<file path="src/hdl/rbg_pkg.sv">
`timescale 1ns / 1ps
// Shared constants, types and state codes for the RMS balance gain block.
package rbg_pkg;

    localparam int SAMPLE_WIDTH    = 16;
    localparam int COEFF_WIDTH     = 24;
    localparam int POWER_WIDTH     = 40;
    localparam int GAIN_WIDTH      = 24;
    localparam int QUO_WIDTH       = 48;
    localparam int ROOT_REM_WIDTH  = 24;
    localparam int PROD_WIDTH      = 41;
    localparam int CFG_INDEX_WIDTH = 2;
    localparam int CNT_WIDTH       = 6;

    localparam int MUL_STEPS  = POWER_WIDTH;
    localparam int DIV_STEPS  = QUO_WIDTH;
    localparam int ROOT_STEPS = QUO_WIDTH / 2;

    localparam logic [COEFF_WIDTH-1:0] INPUT_WEIGHT_RESET = 24'd21945;
    localparam logic [COEFF_WIDTH-1:0] SMOOTH_COEFF_RESET = 24'd16755271;
    localparam logic [POWER_WIDTH-1:0] POWER_MAX          = {POWER_WIDTH{1'b1}};
    localparam logic [GAIN_WIDTH-1:0]  GAIN_MAX           = {GAIN_WIDTH{1'b1}};
    localparam logic [SAMPLE_WIDTH-1:0] SAMPLE_MAX = {1'b0, {(SAMPLE_WIDTH-1){1'b1}}};
    localparam logic [SAMPLE_WIDTH-1:0] SAMPLE_MIN = {1'b1, {(SAMPLE_WIDTH-1){1'b0}}};

    localparam logic [CFG_INDEX_WIDTH-1:0] CFG_INPUT_WEIGHT = 2'd0;
    localparam logic [CFG_INDEX_WIDTH-1:0] CFG_SMOOTH_COEFF = 2'd1;

    typedef struct packed {
        logic load;
        logic step;
    } unit_ctrl_t;

    typedef enum logic [2:0] {
        ST_IDLE,
        ST_MUL,
        ST_SUM,
        ST_CHECK,
        ST_DIV,
        ST_DIV_END,
        ST_ROOT,
        ST_DONE
    } state_t;

endpackage

</file>
<file path="src/hdl/rbg_smul.sv">
`timescale 1ns / 1ps
// Bit-serial shift-add multiplier returning the product scaled down by the coefficient width.
module rbg_smul (
    input  logic                                clk,
    input  rbg_pkg::unit_ctrl_t                 ctrl,
    input  logic [rbg_pkg::COEFF_WIDTH-1:0]     mcand,
    input  logic [rbg_pkg::POWER_WIDTH-1:0]     mplier,
    output logic [rbg_pkg::POWER_WIDTH-1:0]     scaled
);

    logic [rbg_pkg::COEFF_WIDTH-1:0] mcand_reg;
    logic [rbg_pkg::COEFF_WIDTH-1:0] hi_reg;
    logic [rbg_pkg::COEFF_WIDTH-1:0] hi_next;
    logic [rbg_pkg::POWER_WIDTH-1:0] lo_reg;
    logic [rbg_pkg::POWER_WIDTH-1:0] lo_next;
    logic [rbg_pkg::COEFF_WIDTH:0]   partial;

    always_comb
    begin
        partial = {1'b0, hi_reg} + (lo_reg[0] ? {1'b0, mcand_reg} : '0);
        hi_next = partial[rbg_pkg::COEFF_WIDTH:1];
        lo_next = {partial[0], lo_reg[rbg_pkg::POWER_WIDTH-1:1]};
    end

    always_ff @(posedge clk)
    begin
        if (ctrl.load)
        begin
            mcand_reg <= mcand;
            hi_reg    <= '0;
            lo_reg    <= mplier;
        end
        else if (ctrl.step)
        begin
            hi_reg <= hi_next;
            lo_reg <= lo_next;
        end
    end

    assign scaled = {hi_reg, lo_reg[rbg_pkg::POWER_WIDTH-1:rbg_pkg::COEFF_WIDTH]};

endmodule

</file>
<file path="src/hdl/rbg_div.sv">
`timescale 1ns / 1ps
// Restoring divider, one quotient bit per cycle, for the power ratio scaled by 2^32.
module rbg_div (
    input  logic                                clk,
    input  rbg_pkg::unit_ctrl_t                 ctrl,
    input  logic [rbg_pkg::POWER_WIDTH-1:0]     dividend,
    input  logic [rbg_pkg::POWER_WIDTH-1:0]     divisor,
    output logic [rbg_pkg::QUO_WIDTH-1:0]       quotient
);

    logic [rbg_pkg::POWER_WIDTH-1:0] rem_reg;
    logic [rbg_pkg::POWER_WIDTH-1:0] rem_next;
    logic [rbg_pkg::POWER_WIDTH-1:0] dsr_reg;
    logic [rbg_pkg::QUO_WIDTH-1:0]   dvd_reg;
    logic [rbg_pkg::QUO_WIDTH-1:0]   dvd_next;
    logic [rbg_pkg::POWER_WIDTH:0]   trial;
    logic [rbg_pkg::POWER_WIDTH+1:0] diff;

    always_comb
    begin
        trial = {rem_reg, dvd_reg[rbg_pkg::QUO_WIDTH-1]};
        diff  = {1'b0, trial} - {2'b00, dsr_reg};
        if (!diff[rbg_pkg::POWER_WIDTH+1])
        begin
            rem_next = diff[rbg_pkg::POWER_WIDTH-1:0];
            dvd_next = {dvd_reg[rbg_pkg::QUO_WIDTH-2:0], 1'b1};
        end
        else
        begin
            rem_next = trial[rbg_pkg::POWER_WIDTH-1:0];
            dvd_next = {dvd_reg[rbg_pkg::QUO_WIDTH-2:0], 1'b0};
        end
    end

    always_ff @(posedge clk)
    begin
        if (ctrl.load)
        begin
            rem_reg <= {16'd0, dividend[rbg_pkg::POWER_WIDTH-1:16]};
            dvd_reg <= {dividend[15:0], 32'd0};
            dsr_reg <= divisor;
        end
        else if (ctrl.step)
        begin
            rem_reg <= rem_next;
            dvd_reg <= dvd_next;
        end
    end

    assign quotient = dvd_reg;

endmodule

</file>
<file path="src/hdl/rbg_sqrt.sv">
`timescale 1ns / 1ps
// Digit-by-digit integer square root, one root bit per cycle.
module rbg_sqrt (
    input  logic                                clk,
    input  rbg_pkg::unit_ctrl_t                 ctrl,
    input  logic [rbg_pkg::QUO_WIDTH-1:0]       radicand,
    output logic [rbg_pkg::GAIN_WIDTH-1:0]      root
);

    logic [rbg_pkg::QUO_WIDTH-1:0]      rad_reg;
    logic [rbg_pkg::ROOT_REM_WIDTH-1:0] rem_reg;
    logic [rbg_pkg::ROOT_REM_WIDTH-1:0] rem_next;
    logic [rbg_pkg::GAIN_WIDTH-1:0]     root_reg;
    logic [rbg_pkg::GAIN_WIDTH-1:0]     root_next;
    logic [rbg_pkg::ROOT_REM_WIDTH+1:0] trial_rem;
    logic [rbg_pkg::GAIN_WIDTH+1:0]     test;
    logic [rbg_pkg::GAIN_WIDTH+2:0]     diff;

    always_comb
    begin
        trial_rem = {rem_reg, rad_reg[rbg_pkg::QUO_WIDTH-1:rbg_pkg::QUO_WIDTH-2]};
        test      = {root_reg, 2'b01};
        diff      = {1'b0, trial_rem} - {1'b0, test};
        if (!diff[rbg_pkg::GAIN_WIDTH+2])
        begin
            rem_next  = diff[rbg_pkg::ROOT_REM_WIDTH-1:0];
            root_next = {root_reg[rbg_pkg::GAIN_WIDTH-2:0], 1'b1};
        end
        else
        begin
            rem_next  = trial_rem[rbg_pkg::ROOT_REM_WIDTH-1:0];
            root_next = {root_reg[rbg_pkg::GAIN_WIDTH-2:0], 1'b0};
        end
    end

    always_ff @(posedge clk)
    begin
        if (ctrl.load)
        begin
            rad_reg  <= radicand;
            rem_reg  <= '0;
            root_reg <= '0;
        end
        else if (ctrl.step)
        begin
            rad_reg  <= {rad_reg[rbg_pkg::QUO_WIDTH-3:0], 2'b00};
            rem_reg  <= rem_next;
            root_reg <= root_next;
        end
    end

    assign root = root_reg;

endmodule

</file>
<file path="src/hdl/rms_balance_gain.sv">
`timescale 1ns / 1ps
// Top level of the RMS balance gain block: trackers, gain sequencer and channel registers.
//
//  channel | handshake             | payload
//  in      | in_valid / in_stall   | signal_sample, compare_sample
//  out     | out_valid / out_stall | balanced_sample
//  cfg     | cfg_valid / cfg_ready | cfg_index, cfg_data
//
// When the gain goes through the divider, an item passes from one acceptance to the next through
// the bit-serial tracker multiplies, the restoring divider, the square root and the control states.
// With zero signal power the divider is skipped; with a saturated gain the square root is also skipped.
// Reset restores the default coefficients and clears both power trackers and the held gain.
// in_stall stays high while an item is in flight; the result then waits in the output register,
// and the last cycle of an item holds while that register is full and out_stall is high.
module rms_balance_gain (
    input  logic                                    clk,
    input  logic                                    rst_n,
    input  logic                                    in_valid,
    output logic                                    in_stall,
    input  logic signed [rbg_pkg::SAMPLE_WIDTH-1:0] signal_sample,
    input  logic signed [rbg_pkg::SAMPLE_WIDTH-1:0] compare_sample,
    output logic                                    out_valid,
    input  logic                                    out_stall,
    output logic signed [rbg_pkg::SAMPLE_WIDTH-1:0] balanced_sample,
    input  logic                                    cfg_valid,
    output logic                                    cfg_ready,
    input  logic [rbg_pkg::CFG_INDEX_WIDTH-1:0]     cfg_index,
    input  logic [rbg_pkg::COEFF_WIDTH-1:0]         cfg_data
);

    rbg_pkg::state_t state_reg;
    rbg_pkg::state_t state_next;
    logic [rbg_pkg::CNT_WIDTH-1:0] count_reg;
    logic [rbg_pkg::CNT_WIDTH-1:0] count_next;

    logic [rbg_pkg::COEFF_WIDTH-1:0] input_weight_reg;
    logic [rbg_pkg::COEFF_WIDTH-1:0] smooth_coeff_reg;
    logic [rbg_pkg::POWER_WIDTH-1:0] signal_power_reg;
    logic [rbg_pkg::POWER_WIDTH-1:0] compare_power_reg;
    logic [rbg_pkg::GAIN_WIDTH-1:0]  held_gain_reg;
    logic [rbg_pkg::GAIN_WIDTH-1:0]  held_gain_next;
    logic                            gain_sat_reg;
    logic signed [rbg_pkg::PROD_WIDTH-1:0] prod_reg;
    logic                            out_valid_reg;
    logic [rbg_pkg::SAMPLE_WIDTH-1:0] balanced_sample_reg;
    logic [rbg_pkg::SAMPLE_WIDTH-1:0] balanced_sample_next;

    rbg_pkg::unit_ctrl_t mul_ctrl;
    rbg_pkg::unit_ctrl_t div_ctrl;
    rbg_pkg::unit_ctrl_t root_ctrl;
    logic root_from_div;
    logic out_load;
    logic in_accept;
    logic cfg_accept;
    logic ratio_ovf;

    logic signed [2*rbg_pkg::SAMPLE_WIDTH-1:0] sq_signal;
    logic signed [2*rbg_pkg::SAMPLE_WIDTH-1:0] sq_compare;
    logic signed [rbg_pkg::PROD_WIDTH-1:0]     prod_next;
    logic [rbg_pkg::POWER_WIDTH-1:0] sig_new_term;
    logic [rbg_pkg::POWER_WIDTH-1:0] sig_old_term;
    logic [rbg_pkg::POWER_WIDTH-1:0] cmp_new_term;
    logic [rbg_pkg::POWER_WIDTH-1:0] cmp_old_term;
    logic [rbg_pkg::POWER_WIDTH:0]   sig_sum;
    logic [rbg_pkg::POWER_WIDTH:0]   cmp_sum;
    logic [rbg_pkg::POWER_WIDTH-1:0] signal_power_next;
    logic [rbg_pkg::POWER_WIDTH-1:0] compare_power_next;
    logic [rbg_pkg::QUO_WIDTH-1:0]   quotient;
    logic [rbg_pkg::QUO_WIDTH-1:0]   radicand;
    logic [rbg_pkg::GAIN_WIDTH-1:0]  root;
    logic signed [rbg_pkg::PROD_WIDTH-1:0] rounded;
    logic [rbg_pkg::PROD_WIDTH-32:0] rounded_top;

    assign in_stall   = (state_reg != rbg_pkg::ST_IDLE);
    assign in_accept  = in_valid && !in_stall;
    assign cfg_ready  = 1'b1;
    assign cfg_accept = cfg_valid && cfg_ready;
    assign out_valid  = out_valid_reg;
    assign balanced_sample = balanced_sample_reg;

    assign sq_signal  = signal_sample * signal_sample;
    assign sq_compare = compare_sample * compare_sample;
    assign prod_next  = signal_sample * $signed({1'b0, held_gain_reg});

    rbg_smul u_sig_new (
        .clk    (clk),
        .ctrl   (mul_ctrl),
        .mcand  (input_weight_reg),
        .mplier ({8'd0, sq_signal}),
        .scaled (sig_new_term)
    );

    rbg_smul u_sig_old (
        .clk    (clk),
        .ctrl   (mul_ctrl),
        .mcand  (smooth_coeff_reg),
        .mplier (signal_power_reg),
        .scaled (sig_old_term)
    );

    rbg_smul u_cmp_new (
        .clk    (clk),
        .ctrl   (mul_ctrl),
        .mcand  (input_weight_reg),
        .mplier ({8'd0, sq_compare}),
        .scaled (cmp_new_term)
    );

    rbg_smul u_cmp_old (
        .clk    (clk),
        .ctrl   (mul_ctrl),
        .mcand  (smooth_coeff_reg),
        .mplier (compare_power_reg),
        .scaled (cmp_old_term)
    );

    rbg_div u_div (
        .clk      (clk),
        .ctrl     (div_ctrl),
        .dividend (compare_power_reg),
        .divisor  (signal_power_reg),
        .quotient (quotient)
    );

    assign radicand = root_from_div ? quotient : {6'd0, compare_power_reg, 2'b00};

    rbg_sqrt u_sqrt (
        .clk      (clk),
        .ctrl     (root_ctrl),
        .radicand (radicand),
        .root     (root)
    );

    always_comb
    begin
        sig_sum = {1'b0, sig_new_term} + {1'b0, sig_old_term};
        cmp_sum = {1'b0, cmp_new_term} + {1'b0, cmp_old_term};
        signal_power_next  = sig_sum[rbg_pkg::POWER_WIDTH] ? rbg_pkg::POWER_MAX
                                                           : sig_sum[rbg_pkg::POWER_WIDTH-1:0];
        compare_power_next = cmp_sum[rbg_pkg::POWER_WIDTH] ? rbg_pkg::POWER_MAX
                                                           : cmp_sum[rbg_pkg::POWER_WIDTH-1:0];
        ratio_ovf = ({16'd0, compare_power_reg[rbg_pkg::POWER_WIDTH-1:16]} >= signal_power_reg);
    end

    always_comb
    begin
        rounded     = prod_reg + 41'sd32768;
        rounded_top = rounded[rbg_pkg::PROD_WIDTH-1:31];
        if ((rounded_top == '0) || (rounded_top == '1))
        begin
            balanced_sample_next = rounded[31:16];
        end
        else if (rounded[rbg_pkg::PROD_WIDTH-1])
        begin
            balanced_sample_next = rbg_pkg::SAMPLE_MIN;
        end
        else
        begin
            balanced_sample_next = rbg_pkg::SAMPLE_MAX;
        end
        held_gain_next = gain_sat_reg ? rbg_pkg::GAIN_MAX : root;
    end

    always_comb
    begin
        state_next    = state_reg;
        count_next    = count_reg;
        mul_ctrl      = '0;
        div_ctrl      = '0;
        root_ctrl     = '0;
        root_from_div = 1'b0;
        out_load      = 1'b0;
        case (state_reg)
            rbg_pkg::ST_IDLE:
            begin
                if (in_accept)
                begin
                    mul_ctrl.load = 1'b1;
                    count_next    = '0;
                    state_next    = rbg_pkg::ST_MUL;
                end
            end
            rbg_pkg::ST_MUL:
            begin
                mul_ctrl.step = 1'b1;
                if (count_reg == rbg_pkg::CNT_WIDTH'(rbg_pkg::MUL_STEPS - 1))
                begin
                    count_next = '0;
                    state_next = rbg_pkg::ST_SUM;
                end
                else
                begin
                    count_next = count_reg + 1'b1;
                end
            end
            rbg_pkg::ST_SUM:
            begin
                state_next = rbg_pkg::ST_CHECK;
            end
            rbg_pkg::ST_CHECK:
            begin
                count_next = '0;
                if (signal_power_reg == '0)
                begin
                    root_ctrl.load = 1'b1;
                    state_next     = rbg_pkg::ST_ROOT;
                end
                else if (ratio_ovf)
                begin
                    state_next = rbg_pkg::ST_DONE;
                end
                else
                begin
                    div_ctrl.load = 1'b1;
                    state_next    = rbg_pkg::ST_DIV;
                end
            end
            rbg_pkg::ST_DIV:
            begin
                div_ctrl.step = 1'b1;
                if (count_reg == rbg_pkg::CNT_WIDTH'(rbg_pkg::DIV_STEPS - 1))
                begin
                    count_next = '0;
                    state_next = rbg_pkg::ST_DIV_END;
                end
                else
                begin
                    count_next = count_reg + 1'b1;
                end
            end
            rbg_pkg::ST_DIV_END:
            begin
                root_ctrl.load = 1'b1;
                root_from_div  = 1'b1;
                state_next     = rbg_pkg::ST_ROOT;
            end
            rbg_pkg::ST_ROOT:
            begin
                root_ctrl.step = 1'b1;
                if (count_reg == rbg_pkg::CNT_WIDTH'(rbg_pkg::ROOT_STEPS - 1))
                begin
                    count_next = '0;
                    state_next = rbg_pkg::ST_DONE;
                end
                else
                begin
                    count_next = count_reg + 1'b1;
                end
            end
            rbg_pkg::ST_DONE:
            begin
                if (!out_valid_reg || !out_stall)
                begin
                    out_load   = 1'b1;
                    state_next = rbg_pkg::ST_IDLE;
                end
            end
            default:
            begin
                state_next = rbg_pkg::ST_IDLE;
            end
        endcase
    end

    always_ff @(posedge clk or negedge rst_n)
    begin
        if (!rst_n)
        begin
            state_reg         <= rbg_pkg::ST_IDLE;
            count_reg         <= '0;
            input_weight_reg  <= rbg_pkg::INPUT_WEIGHT_RESET;
            smooth_coeff_reg  <= rbg_pkg::SMOOTH_COEFF_RESET;
            signal_power_reg  <= '0;
            compare_power_reg <= '0;
            held_gain_reg     <= '0;
            out_valid_reg     <= 1'b0;
        end
        else
        begin
            state_reg <= state_next;
            count_reg <= count_next;
            if (cfg_accept && (cfg_index == rbg_pkg::CFG_INPUT_WEIGHT))
            begin
                input_weight_reg <= cfg_data;
            end
            if (cfg_accept && (cfg_index == rbg_pkg::CFG_SMOOTH_COEFF))
            begin
                smooth_coeff_reg <= cfg_data;
            end
            if (state_reg == rbg_pkg::ST_SUM)
            begin
                signal_power_reg  <= signal_power_next;
                compare_power_reg <= compare_power_next;
            end
            if (out_load)
            begin
                held_gain_reg <= held_gain_next;
                out_valid_reg <= 1'b1;
            end
            else if (!out_stall)
            begin
                out_valid_reg <= 1'b0;
            end
        end
    end

    always_ff @(posedge clk)
    begin
        if (in_accept)
        begin
            prod_reg <= prod_next;
        end
        if (state_reg == rbg_pkg::ST_CHECK)
        begin
            gain_sat_reg <= (signal_power_reg != '0) && ratio_ovf;
        end
        if (out_load)
        begin
            balanced_sample_reg <= balanced_sample_next;
        end
    end

endmodule

</file>
<file path="config.mk">
export PLATFORM = sky130hd
export DESIGN_NAME = rms_balance_gain
export DESIGN_NICKNAME = d
export VERILOG_FILES = /design/src/hdl/rbg_pkg.sv /design/src/hdl/rbg_smul.sv /design/src/hdl/rbg_div.sv /design/src/hdl/rbg_sqrt.sv /design/src/hdl/rms_balance_gain.sv
export SDC_FILE = /design/constraint.sdc
export NUM_CORES = 2
export LEC_CHECK = 0
export ABC_AREA = 1
export BUFFER_PORTS_ARGS = -buffer_cell sky130_fd_sc_hd__buf_2
export CAP_MARGIN = 20
export CORE_UTILIZATION = 45
export CTS_BUF_LIST = sky130_fd_sc_hd__clkbuf_4 sky130_fd_sc_hd__clkbuf_8
export DETAILED_ROUTE_END_ITERATION = 10
export HOLD_SLACK_MARGIN = 0.08
export PLACE_DENSITY_LB_ADDON = 0.3
export REMOVE_ABC_BUFFERS = 1
export SLEW_MARGIN = 10
export SYNTH_ARGS = -nofsm -noshare
export SYNTH_HDL_FRONTEND = slang
export SYNTH_SLANG_ARGS = --single-unit
</file>
<file path="constraint.sdc">
create_clock -name clk -period 8.5 [get_ports clk]
set_input_delay 0.425 -clock clk [delete_from_list [all_inputs] [get_ports clk]]
set_output_delay 0.425 -clock clk [all_outputs]
set_load 0.05 [all_outputs]
</file>
==> summary.md <==
| Metric | Value |
|---|---|
| Async S/R FF share, synth | 0.2210 |
| HPWL Detailed | 184400 um |
| First-pass GRT wire length | 372300 um |
| Die area | 0.1768 mm2 |
| Core area | 0.1738 mm2 |
| Syn Area/Cell | 7.445 um2 |
| Final Non-Filler Cells | 13020 |
| Area contributors post-synth | fa_1 20%, nand2_1 14%, edfxtp_1 14%, inv_1 11%, ha_1 9.0% |
| PortBufs | 80 |
| Share of post-route cells with drive strength above 1 | 0.05020 |
| Worst-path fanout max | 17 |
| DR vias/cell | 5.169 |
| Placed insts | 12730 |
| Storage cell area | 0.01915 mm2 |
| Critical Path AT | 6.99 ns |
| Routed WL per cell | 17.77 um |
| CTS tree | built |
| Post-synth EDFFs | 363 |
| Area of the multi-input gates | 0.04981 mm2 |
| Synth cell count leaders | 2917 x nand2_1, 2258 x inv_1, 791 x fa_1 |
| Yosys warning count | 0 |
| Worst path cell trace | nand2_1 -> fa_1 -> inv_1 -> fa_1 -> inv_1 -> fa_1 -> inv_1 -> fa_1 -> fa_1 -> inv_1 -> fa_1 -> inv_1 -> ha_1 -> nand2_1 -> nor2_1 -> inv_1 -> o21a_1 -> nand2_1 -> nand2_1 -> nand2_1 -> xor2_1 |
| Final slew viol count | 0 |
| Initial Util | 0.4533 |
| CP endpoint kind | flip-flop |
| CP top delay family | adder cells |
| Worst setup SP type | flip-flop |
| Gate Count Post-Synth | 10580 |
| IO Pins | 82 |
| Register-to-register setup slack | 2.13 ns |
| Tcrit/Tclk final | 0.7488 |
| CP max stage cell | dfrtp_1 |
| Predominant post-synthesis flop cell | edfxtp_1 |
| Netlist cell types | 60 |
| RSZ-0062 raised after global routing | no |
| Residual DRC | 0 |
| Die H | 420.5 um |
| Fin. Hold Viols | 0 |
| Pre-CTS WS | 1.660 ns |
| Final min period | 6.365 ns |
| DR iter-0 viols | 5143 |
| Number of core rows | 153 |
| Largest net degree at the start of global routing | 94 |
| Final setup margin | 2.135 ns |
| Vias | 67310 |
| First-pass DRT Iterations | 6 |
| Worst path required time | 9.13 ns |
| Synth top area share | 0.2010 |
| Vias in the first global route | 68580 |
| Core Util, Final | 0.4874 |
| Mapped cell area | 0.07880 mm2 |
| Synth area leader | fa_1 |
| Worst path max stage delay | 1.01 ns |
| Layout area overhead | 7.518% |
| Count leader, synth | nand2_1 |
| Critical path depth | 21 |
| WL final | 231400 um |
| Sink Count | 733 |
| Post-CTS setup-driven buffer insertion count | 0 |
| Worst skew pair latency | 0.92 ns |
| CTS H-tree depth | 4 |
| Routability Congestion | 0.9466 |
| Remaining global-route overflow | 0 |
| Global-route usage over all layers | 0.2667 |
| Status | finished, final reports clean |
| Worst rel slew slack | 0.2567 |
| Min-Delay Path Class | primary input to async pin |
| Placed cell area | 0.08121 mm2 |
| Fillers | 17490 |
| Worst Tran Pin Value | 1.115 ns |
| Clk_skew | 0.09293 ns |
| Reg clk slew, reported paths | 0.06 ns |
| Fin area | 0.08472 mm2 |
| Clock buffer depth | 3 |
| Number of buffers created by CTS | 140 |
| R2R depth | 21 |
| Peak Freq | 0.1571 GHz |
| Antenna violations before repair | 3 |
| CTS root buffer | clkbuf_8 |
| Synthesized flop and latch total | 733 |
| Register area share after synthesis | 0.2430 |
| Chip Width | 420.5 um |
| CP bufs+invs | 6 |
| Nets | 12000 |
| Detail Route Antenna Nets | 0 |
| Max-cap violations | 0 |
| Crit Path Class | flip-flop to flip-flop |
| Final setup fails | 0 |
[final cells by class]
type	instances	share of cell area
Multi-Input combinational cell	7261	0.5879
Sequential cell	733	0.2260
Inverter	2275	0.1009
Tap cell	2325	0.03434
Clock buffer	198	0.02928
Timing Repair Buffer	167	0.01393
Clock inverter	63	0.007620
Antenna cell	1	0.00002954
[routing by layer]
metal / vias up / share of wire / global-route usage
met5: - / 0.000056 / 0
met4: 2 / 0.036 / 0.09572
met3: 405 / 0.053 / 0.02987
met2: 1872 / 0.46 / 0.4384
met1: 32290 / 0.45 / 0.3621
li1: 32740 / - / -
[layout by cell type, fill, tap and decap left out, types with 36 or more instances in the layout]
| cell | instances |
|---|---|
| nand2_1 | 2912 |
| inv_1 | 2256 |
| fa_1 | 791 |
| nor2_1 | 685 |
| o21ai_0 | 579 |
| ha_1 | 569 |
| nand3_1 | 454 |
| a21oi_1 | 450 |
| edfxtp_1 | 363 |
| dfxtp_1 | 208 |
| clkbuf_8 | 159 |
| dfrtp_1 | 137 |
| nand4_1 | 123 |
| xor2_1 | 102 |
| xnor2_1 | 87 |
| buf_2 | 79 |
| nor3_1 | 73 |
| o21bai_1 | 53 |
| buf_4 | 52 |
| o21ai_1 | 50 |
| o22ai_1 | 46 |
| clkbuf_4 | 39 |
| a21o_1 | 38 |
| or2_2 | 36 |
[metrics by stage]
stage | TNS [ns] | hold slack, ns
4_1_cts | 0 | 0.09594
6_report | 0 | 0.1400
3_3_place_gp | 0 | 0.4304
5_1_grt | 0 | 0.1729
2_1_floorplan | -1696.70 | 0.1294
3_5_place_dp | 0 | 0.4311
[logic make-up (layout without fill, tap and decap cells)]
kind of cell / Yosys count / in the layout / share of synthesized area
other: 1 / 2 / 0.00004759
DFF: 733 / 733 / 0.2430
AOI/OAI and AO/OA: 1323 / 1323 / 0.09119
and+or+nand+nor: 4388 / 4388 / 0.2281
adders and majority gates: 1360 / 1360 / 0.2913
xor gates and xnor gates: 189 / 189 / 0.02101
buffers and inverters: 2590 / 2703 / 0.1254
[path summary, 6_finish.rpt]
| path | end | startpoint |
|---|---|---|
| max reg2reg | prod_reg[19] | held_gain_reg[7] |
| min | signal_power_reg[37] | rst_n |
| max | prod_reg[19] | held_gain_reg[7] |
| max in group asynchronous | held_gain_reg[23] | rst_n |
| min in group clk | input_weight_reg[3] | cfg_index[1] |
| min reg2reg | u_cmp_new.mcand_reg[9] | input_weight_reg[9] |
[repair_timing]
item | in CTS | in global routing
endpoints found under the hold margin | 127 | 0
gates resized for setup | 0 | 0
hold buffers | 33 | 0
Power is left out: the tool's default activity adds up to more than one toggle a clock period on the data nets, which glitch-free logic cannot reach.
